## src/pvb_pkg.sv

```systemverilog
// Package for the three-chamber bang-bang pressure valve controller.
// Holds request and result types, register indexes and reset values.
// No dependencies; compile first.
package pvb_pkg;

  // Field widths
  localparam int unsigned PressW = 16;
  localparam int unsigned BandW  = 15;
  localparam int unsigned PosW   = 3;
  localparam int unsigned NumPos = 1 << PosW;
  localparam int unsigned ValveW = 2 * NumPos;
  localparam int unsigned CfgIdxW = 3;

  // Register reset values
  localparam logic [BandW-1:0] DeadbandRst = 15'd10;
  localparam logic [BandW-1:0] MarginRst   = 15'd130;
  localparam logic [PosW-1:0]  PosARst     = 3'd0;
  localparam logic [PosW-1:0]  PosBRst     = 3'd3;
  localparam logic [PosW-1:0]  PosCRst     = 3'd6;

  // Configuration register indexes
  typedef enum logic [CfgIdxW-1:0] {
    REG_DEADBAND = 3'd0,
    REG_MARGIN   = 3'd1,
    REG_POS_A    = 3'd2,
    REG_POS_B    = 3'd3,
    REG_POS_C    = 3'd4
  } cfg_reg_e;

  // One input request
  typedef struct packed {
    logic signed [PressW-1:0] measured_a;
    logic signed [PressW-1:0] measured_b;
    logic signed [PressW-1:0] measured_c;
    logic signed [PressW-1:0] target_a;
    logic signed [PressW-1:0] target_b;
    logic signed [PressW-1:0] target_c;
    logic                     first_step;
  } in_item_t;

  // One result
  typedef struct packed {
    logic [ValveW-1:0] valve_word;
    logic              settled_a;
    logic              settled_b;
    logic              settled_c;
    logic              all_settled;
  } out_item_t;

  // Configuration write
  typedef struct packed {
    logic [CfgIdxW-1:0] index;
    logic [BandW-1:0]   data;
  } cfg_wr_t;

  // Controller state: valve word and per-position settled flags
  typedef struct packed {
    logic [ValveW-1:0] valves;
    logic [NumPos-1:0] settled;
  } ctl_state_t;

endpackage

```

## src/pvb_if.sv

```systemverilog
// Valid/ready channel interface carrying one payload type.
// Depends on nothing; payload type is supplied at instantiation.
interface pvb_if #(
  parameter type payload_t = logic
);
  logic     valid;
  logic     ready;
  payload_t data;

  modport source (output valid, output data, input ready);
  modport sink   (input valid, input data, output ready);
endinterface

```

## src/pressure_valve_bang_bang.sv

```systemverilog
// Top level of the three-chamber bang-bang pressure valve controller.
// Uses pvb_pkg for types and constants and pvb_if for the channels.
//
//  channel  dir  payload      notes
//  -------  ---  -----------  ------------------------------------------
//  cfg_i    in   cfg_wr_t     register write, always ready
//  in_i     in   in_item_t    pressures for chambers a, b, c + first_step
//  out_o    out  out_item_t   valve word and settled flags, one per request
//
// One request per cycle while results are taken. A request passes the input
// register, then the result register; the chamber decisions and the state
// update sit in the single combinational step between the two registers.
// Reset loads register defaults, clears valves and settled flags, empties
// both stages. A stalled result keeps the input register full; input ready
// drops only when both stages hold data and the result is not taken.
module pressure_valve_bang_bang
  import pvb_pkg::*;
(
  input  logic clk_i,
  input  logic rst_ni,
  pvb_if.sink   cfg_i,
  pvb_if.sink   in_i,
  pvb_if.source out_o
);

  // Configuration registers
  logic [BandW-1:0] deadband_q;
  logic [BandW-1:0] margin_q;
  logic [PosW-1:0]  pos_a_q, pos_b_q, pos_c_q;

  // Pipeline registers
  logic       in_vld_q;
  in_item_t   in_q;
  logic       out_vld_q;
  out_item_t  out_q;
  out_item_t  out_d;

  // Controller state
  ctl_state_t state_q, state_d;

  logic out_adv, in_adv;
  logic [PressW-1:0] thr;

  // One chamber's decision applied to the running state
  function automatic ctl_state_t drive_chamber(
    input ctl_state_t               st,
    input logic [PosW-1:0]          pos,
    input logic signed [PressW-1:0] meas,
    input logic signed [PressW-1:0] targ,
    input logic [PressW-1:0]        thr_v,
    input logic [BandW-1:0]         db
  );
    logic signed [PressW+1:0] err;
    logic signed [PressW+1:0] thr_s;
    logic signed [PressW+1:0] db_s;
    logic [NumPos-1:0]        inf;
    logic [ValveW-1:0]        inf_w, exh_w;
    ctl_state_t               nx;
    err   = (PressW+2)'(meas) - (PressW+2)'(targ);
    thr_s = $signed({2'b00, thr_v});
    db_s  = $signed({3'b000, db});
    inf   = NumPos'(1) << pos;
    inf_w = {{NumPos{1'b0}}, inf};
    exh_w = {inf, {NumPos{1'b0}}};
    nx    = st;
    if (err > thr_s) begin
      nx.valves  = (st.valves | exh_w) & ~inf_w;
      nx.settled = st.settled & ~inf;
    end else if (err < -thr_s) begin
      nx.valves  = (st.valves | inf_w) & ~exh_w;
      nx.settled = st.settled & ~inf;
    end else if ((err < db_s) && (err > -db_s)) begin
      nx.valves  = st.valves & ~(inf_w | exh_w);
      nx.settled = st.settled | inf;
    end
    return nx;
  endfunction

  // Handshake: result stage frees when taken, input stage when it moves on
  assign out_adv     = !out_vld_q || out_o.ready;
  assign in_adv      = in_vld_q && out_adv;
  assign in_i.ready  = !in_vld_q || out_adv;
  assign cfg_i.ready = 1'b1;
  assign out_o.valid = out_vld_q;
  assign out_o.data  = out_q;

  // Action threshold
  assign thr = in_q.first_step ? {1'b0, deadband_q}
                               : PressW'({1'b0, deadband_q}) + PressW'({1'b0, margin_q});

  // Chambers a, b, c in order; a later chamber that acts wins on a shared position
  always_comb begin
    ctl_state_t s1, s2, s3;
    s1 = drive_chamber(state_q, pos_a_q, in_q.measured_a, in_q.target_a, thr, deadband_q);
    s2 = drive_chamber(s1, pos_b_q, in_q.measured_b, in_q.target_b, thr, deadband_q);
    s3 = drive_chamber(s2, pos_c_q, in_q.measured_c, in_q.target_c, thr, deadband_q);
    state_d               = s3;
    out_d.valve_word      = s3.valves;
    out_d.settled_a       = s3.settled[pos_a_q];
    out_d.settled_b       = s3.settled[pos_b_q];
    out_d.settled_c       = s3.settled[pos_c_q];
    out_d.all_settled     = s3.settled[pos_a_q] & s3.settled[pos_b_q]
                            & s3.settled[pos_c_q];
  end

  // Register writes
  always_ff @(posedge clk_i or negedge rst_ni) begin
    if (!rst_ni) begin
      deadband_q <= DeadbandRst;
      margin_q   <= MarginRst;
      pos_a_q    <= PosARst;
      pos_b_q    <= PosBRst;
      pos_c_q    <= PosCRst;
    end else if (cfg_i.valid) begin
      unique case (cfg_reg_e'(cfg_i.data.index))
        REG_DEADBAND: deadband_q <= cfg_i.data.data;
        REG_MARGIN:   margin_q   <= cfg_i.data.data;
        REG_POS_A:    pos_a_q    <= cfg_i.data.data[PosW-1:0];
        REG_POS_B:    pos_b_q    <= cfg_i.data.data[PosW-1:0];
        REG_POS_C:    pos_c_q    <= cfg_i.data.data[PosW-1:0];
        default: ;
      endcase
    end
  end

  // Pipeline control and state
  always_ff @(posedge clk_i or negedge rst_ni) begin
    if (!rst_ni) begin
      in_vld_q  <= 1'b0;
      out_vld_q <= 1'b0;
      state_q   <= '0;
    end else begin
      if (in_i.ready) begin
        in_vld_q <= in_i.valid;
      end
      if (out_adv) begin
        out_vld_q <= in_vld_q;
      end
      if (in_adv) begin
        state_q <= state_d;
      end
    end
  end

  // Payload registers
  always_ff @(posedge clk_i) begin
    if (in_i.valid && in_i.ready) begin
      in_q <= in_i.data;
    end
    if (in_adv) begin
      out_q <= out_d;
    end
  end

`ifndef SYNTHESIS
  // Inflate and exhaust of one position are never open together
  a_no_dual_open: assert property (@(posedge clk_i) disable iff (!rst_ni)
    (state_q.valves[NumPos-1:0] & state_q.valves[ValveW-1:NumPos]) == '0)
    else $error("inflate and exhaust open at the same position");

  // A settled position has both valves closed
  a_settled_closed: assert property (@(posedge clk_i) disable iff (!rst_ni)
    (state_q.settled & (state_q.valves[NumPos-1:0] | state_q.valves[ValveW-1:NumPos])) == '0)
    else $error("settled position with an open valve");

  // State changes only when a request moves into the result stage
  a_state_hold: assert property (@(posedge clk_i) disable iff (!rst_ni)
    !in_adv |=> $stable(state_q))
    else $error("state changed without a request");

  // Result valve word matches the state it produced
  a_out_matches: assert property (@(posedge clk_i) disable iff (!rst_ni)
    in_adv |=> (out_q.valve_word == state_q.valves))
    else $error("result valve word differs from state");
`endif

endmodule

```

## src/flat_wrapper.sv

```systemverilog
// flat-port wrapper written by rule: the top's interface ports become plain ports
module pressure_valve_bang_bang_flat import pvb_pkg::*;
  (clk_i, rst_ni, cfg_i_valid, cfg_i_data, cfg_i_ready, in_i_valid, in_i_data, in_i_ready, out_o_valid, out_o_data, out_o_ready);
  pvb_if #(.payload_t(cfg_wr_t)) cfg_i_i ();
  pvb_if #(.payload_t(in_item_t)) in_i_i ();
  pvb_if #(.payload_t(out_item_t)) out_o_i ();
  input  logic clk_i;
  input  logic rst_ni;
  input wire logic [$bits(cfg_i_i.valid)-1:0] cfg_i_valid;
  input wire logic [$bits(cfg_i_i.data)-1:0] cfg_i_data;
  output wire logic [$bits(cfg_i_i.ready)-1:0] cfg_i_ready;
  input wire logic [$bits(in_i_i.valid)-1:0] in_i_valid;
  input wire logic [$bits(in_i_i.data)-1:0] in_i_data;
  output wire logic [$bits(in_i_i.ready)-1:0] in_i_ready;
  output wire logic [$bits(out_o_i.valid)-1:0] out_o_valid;
  output wire logic [$bits(out_o_i.data)-1:0] out_o_data;
  input wire logic [$bits(out_o_i.ready)-1:0] out_o_ready;
  assign cfg_i_i.valid = cfg_i_valid;
  assign cfg_i_i.data = cfg_i_data;
  assign cfg_i_ready = cfg_i_i.ready;
  assign in_i_i.valid = in_i_valid;
  assign in_i_i.data = in_i_data;
  assign in_i_ready = in_i_i.ready;
  assign out_o_valid = out_o_i.valid;
  assign out_o_data = out_o_i.data;
  assign out_o_i.ready = out_o_ready;
  pressure_valve_bang_bang u_core (.clk_i(clk_i), .rst_ni(rst_ni), .cfg_i(cfg_i_i), .in_i(in_i_i), .out_o(out_o_i));
endmodule
```

## config.mk

```make
export PLATFORM = sky130hd
export DESIGN_NAME = pressure_valve_bang_bang_flat
export DESIGN_NICKNAME = d
export VERILOG_FILES = /design/src/pvb_pkg.sv /design/src/pvb_if.sv /design/src/pressure_valve_bang_bang.sv /design/src/flat_wrapper.sv
export SDC_FILE = /design/constraint.sdc
export NUM_CORES = 1
export LEC_CHECK = 0
export ABC_CLOCK_PERIOD_IN_PS = 7100
export BUFFER_PORTS_ARGS = -buffer_cell sky130_fd_sc_hd__buf_2
export CORE_MARGIN = 5
export CORE_UTILIZATION = 25
export CTS_BUF_LIST = sky130_fd_sc_hd__clkbuf_2
export CTS_CLUSTER_SIZE = 12
export DETAILED_ROUTE_END_ITERATION = 16
export HOLD_SLACK_MARGIN = 0.03
export PLACE_DENSITY = 0.48
export SLEW_MARGIN = 15
export SYNTH_ARGS = -nofsm -noshare
export SYNTH_HDL_FRONTEND = slang
export SYNTH_SLANG_ARGS = --single-unit
```

## constraint.sdc

```tcl
create_clock -name clk_i -period 7.1 [get_ports clk_i]
set_clock_uncertainty 0.15 [all_clocks]
set_input_delay 1.775 -clock clk_i [delete_from_list [all_inputs] [get_ports clk_i]]
set_output_delay 1.775 -clock clk_i [all_outputs]
set_load 0.01 [all_outputs]
```

==> results of run 1 <==
cells in the mapped netlist, types with 26 or more instances:
cell / n / share of area, %
nand3_1: 36 / 1.1
nor2b_1: 31 / 1.2
o21a_1: 26 / 1.2
inv_1: 109 / 2.6
nand4_1: 37 / 1.5
o21ai_0: 114 / 3.6
nand2_1: 137 / 3.2
nor2_1: 110 / 2.6
xnor2_1: 49 / 2.7
dfrtp_1: 57 / 8.9
mux2_2: 36 / 2.5
ha_1: 251 / 20
edfxtp_1: 117 / 22
clkbuf_1: 26 / 0.61
a21oi_1: 103 / 3.2
nor3_1: 43 / 1.3
a21o_1: 51 / 2.4
path summary, 6_finish.rpt:
path                                         to          startpoint  slack, ns
hold reg to reg              u_core.state_q[15]  u_core.state_q[15]       0.38
max in group asynchronous    u_core.margin_q[3]              rst_ni       5.52
setup / recovery           u_core.out_o.data[0]  u_core.margin_q[0]       0.40
min in group asynchronous     u_core.state_q[9]              rst_ni       0.66
hold / removal               u_core.state_q[15]  u_core.state_q[15]       0.38
setup reg to reg           u_core.out_o.data[0]  u_core.margin_q[0]       0.40
routing by layer:
metal	wire [um]	track usage, %
met5	0	0
met2	25200	25.0
met4	1530	5.67
met3	2640	2.70
met1	25700	21.0
logic make-up (layout without fill, tap and decap cells):
group	count (synthesis)	count (layout)	synth area share, %
AOI/OAI and AO/OA	510	510	21.8
buffers and inverters	152	371	3.69
muxes	39	39	2.81
and+or+nand+nor	506	506	15.8
DFF	182	182	32.3
xor gates and xnor gates	63	63	3.46
other	1	3	0.0235
adders and majority gates	255	255	20.2
area by class of cell:
cell class              instances  area (um2)  share of cell area, %
repair buffers                226        1340                   7.27
multi-input cells            1374       10300                   55.5
inverters                     113         424                   2.29
flip-flops and latches        182        5150                   27.8
well taps                     846        1060                   5.72
clock inverters                15         158                  0.852
diodes                          2        5.00                 0.0271
clock buffers                  17        85.1                  0.460
report_power, final:
group	switching (uW)	total, uW	internal, uW	leakage (uW)
clock network	466	587	121	0.000150
registers	152	1500	1350	0.00191
logic	2130	3540	1410	0.00596
cell usage in the layout (no fill, tap or decap), types with 14 or more instances in the layout:
| cell type | netlist | layout |
|---|---|---|
| a22oi_1 | 22 | 22 |
| buf_2 | 6 | 141 |
| clkbuf_2 | 0 | 17 |
| a21oi_1 | 103 | 103 |
| ha_1 | 251 | 251 |
| nor3_1 | 43 | 42 |
| nand2b_1 | 21 | 21 |
| a211oi_1 | 23 | 21 |
| nor2_1 | 110 | 109 |
| nand2_1 | 137 | 137 |
| a21o_1 | 51 | 51 |
| edfxtp_1 | 117 | 117 |
| xnor2_1 | 49 | 49 |
| buf_4 | 3 | 85 |
| inv_1 | 109 | 109 |
| mux2_2 | 36 | 36 |
| o21ai_0 | 114 | 114 |
| o211ai_1 | 18 | 18 |
| nand4_1 | 37 | 37 |
| o21a_1 | 26 | 26 |
| nor2b_1 | 31 | 31 |
| o22ai_1 | 20 | 20 |
| nor4_1 | 15 | 15 |
| dfrtp_1 | 57 | 57 |
| nand3_1 | 36 | 36 |
| xor2_1 | 14 | 14 |
registers in the layout, indices dropped and copies added (netlist names):
signal	cells
u_core.deadband_q	15
u_core.in_q	97
u_core.in_vld_q	1
u_core.margin_q	15
u_core.out_o.data	20
u_core.out_o.valid	1
u_core.pos_a_q	3
u_core.pos_b_q	3
u_core.pos_c_q	3
u_core.state_q	24
what timing repair did:
item	CTS	global route
setup endpoints to repair	0	3
buffers inserted	0	2
resized for setup	0	4
critical path: cells and delay by family (launching register included):
kind / cells / cell delay, ns
and+or+nand+nor: 12 / 3.07
adders and majority gates: 4 / 1.13
muxes: 2 / 0.69
AOI/OAI and AO/OA: 4 / 0.64
DFF: 1 / 0.45
buffers and inverters: 3 / 0.44
metrics by stage:
stage | instance area, um2 | hold slack, ns
final | 18500 | 0.383
after global routing | 18500 | 0.412
after CTS | 18500 | 0.389
after detailed placement | 18200 | 0.326
after global placement | 18200 | 0.316
after floorplan | 16000 | 0.298
==> run summary, run 1 <==
run status: finished, final reports clean
mapped cell area: 0.0160 mm2
initial antenna violation count: 2
CTS tree: done
DR WL/cell: 19.9 um
PortBufs: 141
ys flop type: edfxtp_1
root buffer cell: clkbuf_2
CTS Buffer Depth: 2
Yosys reg bits: 182
Iter 0 DRT Violations: 1122
die width: 263 um
Placed Instances: 2739
RSZ-0062 raised after global routing: false
Layout Nets: 2289
Hold Fails Final Rpt: 0
worst slew pin tran: 0.927 ns
num rows: 92
Crit Path Max Fanout: 4
syn avg cell area: 9.34 um2
Congestion Overflow GR: 0
Startpoint Class: register
Routed Antenna Nets: 0
via count: 14300
Ys Warns: 0
clock transition at the registers of the reported paths: 0.34 ns
Fin Setup TNS: 0 ns
DIE AREA: 0.0690 mm2
Crit-path slowest cell: or4_1
Power Dens Cells: 305 mW/mm2
Gate Count Post-Synth: 1708
slowest stage delay, CP: 0.49 ns
peak supply drop: 0.131 mV
HP Class: register to register
LEAKAGE: 0.00801 uW
endpoints failing setup: 0
drt pass-1 iters: 5
CTS buffer count: 17
Detailed Place HPWL: 44.2 mm
Fillers: 6691
register area share after synthesis: 32.3%
post-synthesis net count: 2083
Chip Height: 263 um
Critical Path End Type: register
Global Route Usage Sum: 15.5%
total power: 5630 uW
pin count of the biggest net entering global routing: 66
RePlAce Congestion: 0.897
DP Worst Slack: 0.352 ns
WS Path Type: register to register
max frequency: 0.149 GHz
R2R cell count: 25
fin crit share: 94.4%
crit path DAT: 7.45 ns
fin. max-slew vios: 0
hold path cells: 2
final WL: 55.1 mm
starting density of the core: 25.3%
post-layout util: 29.3%
fraction of layout cells with a size suffix above 1: 18.2%
via-per-instance ratio: 5.15
Max transition margin: 37.8%
Final WS setup: 0.401 ns
core box area: 0.0632 mm2
Clk Latency, worst-skew pair: 1.09 ns
io pins: 143
clock sinks: 182
CP most frequent cell: ha_1
area delta synth->final: 15.9%
first-pass GRT wire length: 83.3 mm
Unique masters post-synth: 86
vias in the first global route: 14300
H-tree depth: 4
Layout Cells excl Fill: 2775
residual DRC count: 0
Final min period: 6.70 ns
Synth async-reset ratio: 35.7%
Worst EP required: 7.85 ns
number of hold buffers added after cts: 0
max-capacitance violation count: 0
number of synthesized flops with an enable pin: 117
Power figures use the tool's default switching activity.
==> run 2: changes to the inputs <==
PLACE_DENSITY = unset   (was 0.48)
==> run 2 against run 1 <==
- via count up 0.33%
- core utilization down 0.095 points
- non-clock buffer count is 12 lower
- count of clock-buffer cells in the layout is the same
- register-to-register slack better by 0.03 ns
==> run summary, run 2 (synthesized netlist as in run 1, its figures left out) <==
Chip Height: 263 um
area delta synth->final: 15.5%
Detailed Place HPWL: 43.9 mm
placed cell areas: 0.0181 mm2
pin count of the biggest net entering global routing: 66
Fillers: 6674
Iter 0 DRT Violations: 1020
RSZ-0062 raised after global routing: false
Routed Antenna Nets: 0
Worst EP required: 7.86 ns
Reg area: 0.00515 mm2
commonest non-fill, non-tap cell in the layout: ha_1
CTS tree: done
Crit Path Max Fanout: 14
DIE AREA: 0.0690 mm2
HP Class: register to register
PortBufs: 141
via count: 14300
CP cell instances: ha_1 > fa_1 > a211oi_2 > nor3_1 > nor3_1 > inv_1 > ha_1 > nand4_1 > nor2_2 > o21ai_0 > a31o_2 > a2111oi_0 > nor2_1 > a311o_1 > nand2b_1 > buf_4 > nor2_1 > nor4b_1 > nor2_1 > mux4_2 > o2bb2ai_1 > and3_1
clock transition at the registers of the reported paths: 0.33 ns
core box area: 0.0632 mm2
LEAKAGE: 0.00797 uW
H-tree depth: 4
Fin Setup TNS: 0 ns
die width: 263 um
worst slew pin tran: 0.944 ns
fin. max-slew vios: 0
Max transition margin: 36.6%
Power Dens Cells: 306 mW/mm2
CTS Buffer Depth: 2
Startpoint Class: register
fraction of layout cells with a size suffix above 1: 17.5%
slowest stage delay, CP: 0.53 ns
residual DRC count: 0
num rows: 92
Global Route Usage Sum: 15.6%
peak supply drop: 0.143 mV
fin crit share: 94.0%
Congestion Overflow GR: 0
endpoints failing setup: 0
final WL: 54.9 mm
Crit-path slowest cell: nor3_1
clock sinks: 182
CTS buffer count: 17
Multi-input gate area: 0.0103 mm2
Largest Register: u_core.in_q
drt pass-1 iters: 7
Clk Latency, worst-skew pair: 1.10 ns
CP most frequent cell: nor2_1
Hold Fails Final Rpt: 0
via-per-instance ratio: 5.19
Critical Path End Type: register
DR WL/cell: 19.9 um
WS Path Type: register to register
crit path DAT: 7.43 ns
initial antenna violation count: 3
max reg flops: 97
first-pass GRT wire length: 84.1 mm
max frequency: 0.150 GHz
run status: finished, final reports clean
io pins: 143
RePlAce Congestion: 0.939
Layout Nets: 2277
vias in the first global route: 14600
starting density of the core: 25.3%
Final min period: 6.67 ns
Design Area, Final: 0.0184 mm2
most frequent cells in the layout: 251 x ha_1, 141 x buf_2, 137 x nand2_1
max-capacitance violation count: 0
root buffer cell: clkbuf_2
-- run 2: changes by cell type in the layout (fill, tap and decap cells not counted), moves of 2 or more --
cell / change
clkinv_8: +3
buf_4: -13
inv_4: -2
inv_8: -5
diode_2: +2
inv_6: +4
-- run 2: final timing paths --
path,start,to,slack (ns),cells past startpoint
min in group asynchronous,rst_ni,u_core.state_q[5],0.65,2
min reg2reg,u_core.in_vld_q,u_core.out_o.valid,0.33,1
min,u_core.in_vld_q,u_core.out_o.valid,0.33,1
max in group asynchronous,rst_ni,u_core.deadband_q[0],5.54,2
max,u_core.margin_q[0],u_core.out_o.data[0],0.43,22
max reg2reg,u_core.margin_q[0],u_core.out_o.data[0],0.43,22
-- run 2: metal layers --
layer | GRT usage [%] | vias up | routed length, um
met1 | 20.2 | 6857 | 24400
met2 | 25.6 | 519 | 25500
li1 | - | 6878 | -
met5 | 0 | - | 0
met4 | 5.61 | 0 | 1620
met3 | 3.25 | 85 | 3440
-- run 2: power breakdown --
group / internal, uW / switching (uW) / total (uW)
Combinational: 1400 / 2120 / 3520
Sequential: 1350 / 155 / 1500
Clock: 152 / 463 / 616
Total: 2900 / 2740 / 5640
-- run 2: timing repair --
action	in CTS	in global routing
hold buffers	0	0
endpoints found under the setup margin	0	1
buffers inserted	0	1
resized for setup	0	2
-- run 2: cell type report --
cell class / instances / area share [%]
Timing Repair Buffer: 214 / 6.87
Clock inverter: 15 / 1.02
Inverter: 113 / 2.30
Antenna cell: 4 / 0.0543
Sequential cell: 182 / 27.9
Clock buffer: 17 / 0.462
Multi-Input combinational cell: 1374 / 55.6
Tap cell: 846 / 5.74
-- run 2: metrics by stage --
step	power, uW	cells	utilization [%]	worst slack (ns)	hold slack, ns
2_1_floorplan	3690	1708	-	0.895	0.298
3_3_place_gp	4870	2728	28.7	0.543	0.318
3_5_place_dp	4950	2728	28.7	0.428	0.330
4_1_cts	5610	2760	29.1	0.392	0.358
5_1_grt	6090	2764	29.2	0.0335	0.392
6_report	5640	2765	29.2	0.426	0.326
-- run 2: critical path, delay by kind of cell, from the launching register on --
| kind | cells | cell delay (ns) |
|---|---|---|
| muxes | 1 | 0.48 |
| and+or+nand+nor | 10 | 2.07 |
| AOI/OAI and AO/OA | 6 | 1.79 |
| DFF | 1 | 0.45 |
| buffers and inverters | 2 | 0.50 |
| adders and majority gates | 3 | 1.05 |
==> run 3: changes to the inputs <==
CORE_UTILIZATION = 45   (was 25)
==> run 3 against run 2 <==
- via count is 2.1% lower
- register-to-register slack got worse by 0.13 ns
- core utilization increased by 22 points
- worst hold slack better by 0.036 ns
- worst setup slack got worse by 0.13 ns
- non-clock buffer count decreased by 12
- sequential power about the same
- count of clock-buffer cells in the layout stayed put
- maximum frequency down 2.0%
- routed wire length fell by 9.8%
- critical path depth grew 1
- critical path type unchanged
- largest cell class unchanged
- highest routed layer unchanged
==> run summary, run 3 (synthesized netlist as in run 1, its figures left out) <==
run status: finished, final reports clean
CTS buffer count: 17
crit path DAT: 7.43 ns
Final min period: 6.81 ns
clock transition at the registers of the reported paths: 0.33 ns
io pins: 143
LEAKAGE: 0.00794 uW
Max transition margin: 40.8%
peak supply drop: 0.206 mV
fin crit share: 95.9%
CTS tree: done
Hold Fails Final Rpt: 0
max-capacitance violation count: 0
vias in the first global route: 13700
Layout Nets: 2265
RePlAce Congestion: 0.954
fin. max-slew vios: 0
drt pass-1 iters: 5
CP cell instances: ha_1 > fa_1 > a211oi_2 > nor3_1 > nor3_1 > inv_1 > ha_1 > nand4_1 > nor2_1 > o21ai_0 > a31o_2 > a2111oi_0 > nor2_1 > a311o_1 > buf_4 > nand2_1 > nand2_1 > buf_4 > o221ai_1 > o21ai_0 > a31oi_1 > o2bb2ai_1 > and3_1
R2R cell count: 23
Congestion Overflow GR: 0
RSZ-0062 raised after global routing: false
Detailed Place HPWL: 39.5 mm
final WL: 49.5 mm
Largest Register: u_core.in_q
first-pass GRT wire length: 76.5 mm
hold path cells: 1
Clk Latency, worst-skew pair: 0.94 ns
Power Dens Cells: 314 mW/mm2
root buffer cell: clkbuf_2
num rows: 69
via count: 14000
Worst EP required: 7.72 ns
Routed Antenna Nets: 0
worst slew pin tran: 0.887 ns
WS Path Type: register to register
DIE AREA: 0.0393 mm2
core box area: 0.0353 mm2
Iter 0 DRT Violations: 1110
DR WL/cell: 20.9 um
die width: 198 um
CTS Buffer Depth: 2
Crit Path Max Fanout: 8
PortBufs: 141
pin count of the biggest net entering global routing: 66
Startpoint Class: register
area delta synth->final: 12.2%
clock sinks: 182
Crit-path slowest cell: dfrtp_2
HP Class: register to register
slowest stage delay, CP: 0.56 ns
max reg flops: 97
H-tree depth: 4
endpoints failing setup: 0
most frequent cells in the layout: 251 x ha_1, 141 x buf_2, 137 x nand2_1
commonest non-fill, non-tap cell in the layout: ha_1
fraction of layout cells with a size suffix above 1: 17.1%
total power: 5630 uW
Critical Path End Type: register
starting density of the core: 45.2%
via-per-instance ratio: 5.93
residual DRC count: 0
Fin Setup TNS: 0 ns
Global Route Usage Sum: 25.2%
max frequency: 0.147 GHz
Chip Height: 198 um
initial antenna violation count: 1
-- run 3: cell types whose count changed in the layout (fill, tap and decap cells not counted), sizes merged --
cell	previous run	this run
inv	116	117
bufinv	1	6
diode	4	1
clkinv	11	5
buf	214	202
-- run 3: worst max-delay path, delay by kind of cell (launching register included) --
family / cells / cell delay (ns)
simple gates: 8 / 1.67
flops: 1 / 0.56
buf+inv: 3 / 0.74
compound gates: 9 / 2.48
fa+ha+maj: 3 / 1.07
-- run 3: layout make-up --
cell class | count | area [um2]
diodes | 1 | 2.50
clock buffers | 17 | 85.1
clock inverters | 15 | 245
fillers | 3360 | 17400
inverters | 113 | 424
multi-input cells | 1374 | 10200
flip-flops and latches | 182 | 5150
well taps | 461 | 577
repair buffers | 202 | 1180
-- run 3: path summary, 6_finish.rpt --
path | start | slack (ns) | endpoint
max | u_core.deadband_q[0] | 0.29 | u_core.out_o.data[0]
min | u_core.in_vld_q | 0.36 | u_core.out_o.valid
max reg2reg | u_core.deadband_q[0] | 0.29 | u_core.out_o.data[0]
min reg2reg | u_core.in_vld_q | 0.36 | u_core.out_o.valid
max in group asynchronous | rst_ni | 5.29 | u_core.deadband_q[0]
min in group asynchronous | rst_ni | 0.82 | u_core.state_q[11]
-- run 3: where the power goes --
group / switching, uW / internal [uW]
combinational: 2060 / 1360
sequential: 159 / 1350
clock: 397 / 307
-- run 3: timing repair --
item | in CTS | in global routing
setup buffers | 0 | 1
gates resized for setup | 0 | 4
setup endpoints to repair | 0 | 3
hold buffers | 0 | 0
-- run 3: metal layers --
metal / part of all wire, % / wire length, um / GRT usage, %
met5: 0 / 0 / 0
met4: 2.9 / 1420 / 9.00
met3: 7.1 / 3530 / 4.90
met2: 43 / 21400 / 37.9
met1: 47 / 23200 / 36.2
-- run 3: metrics by stage --
step | hold slack [ns] | instances | utilization [%] | setup slack [ns] | area (um2)
floorplan | 0.298 | 1708 | - | 0.895 | 16000
global placement | 0.316 | 2331 | 49.7 | 0.453 | 17500
CTS | 0.357 | 2363 | 50.6 | 0.386 | 17900
global route | 0.398 | 2365 | 50.7 | 0.00304 | 17900
finish | 0.361 | 2365 | 50.7 | 0.292 | 17900
detailed placement | 0.324 | 2331 | 49.7 | 0.355 | 17500
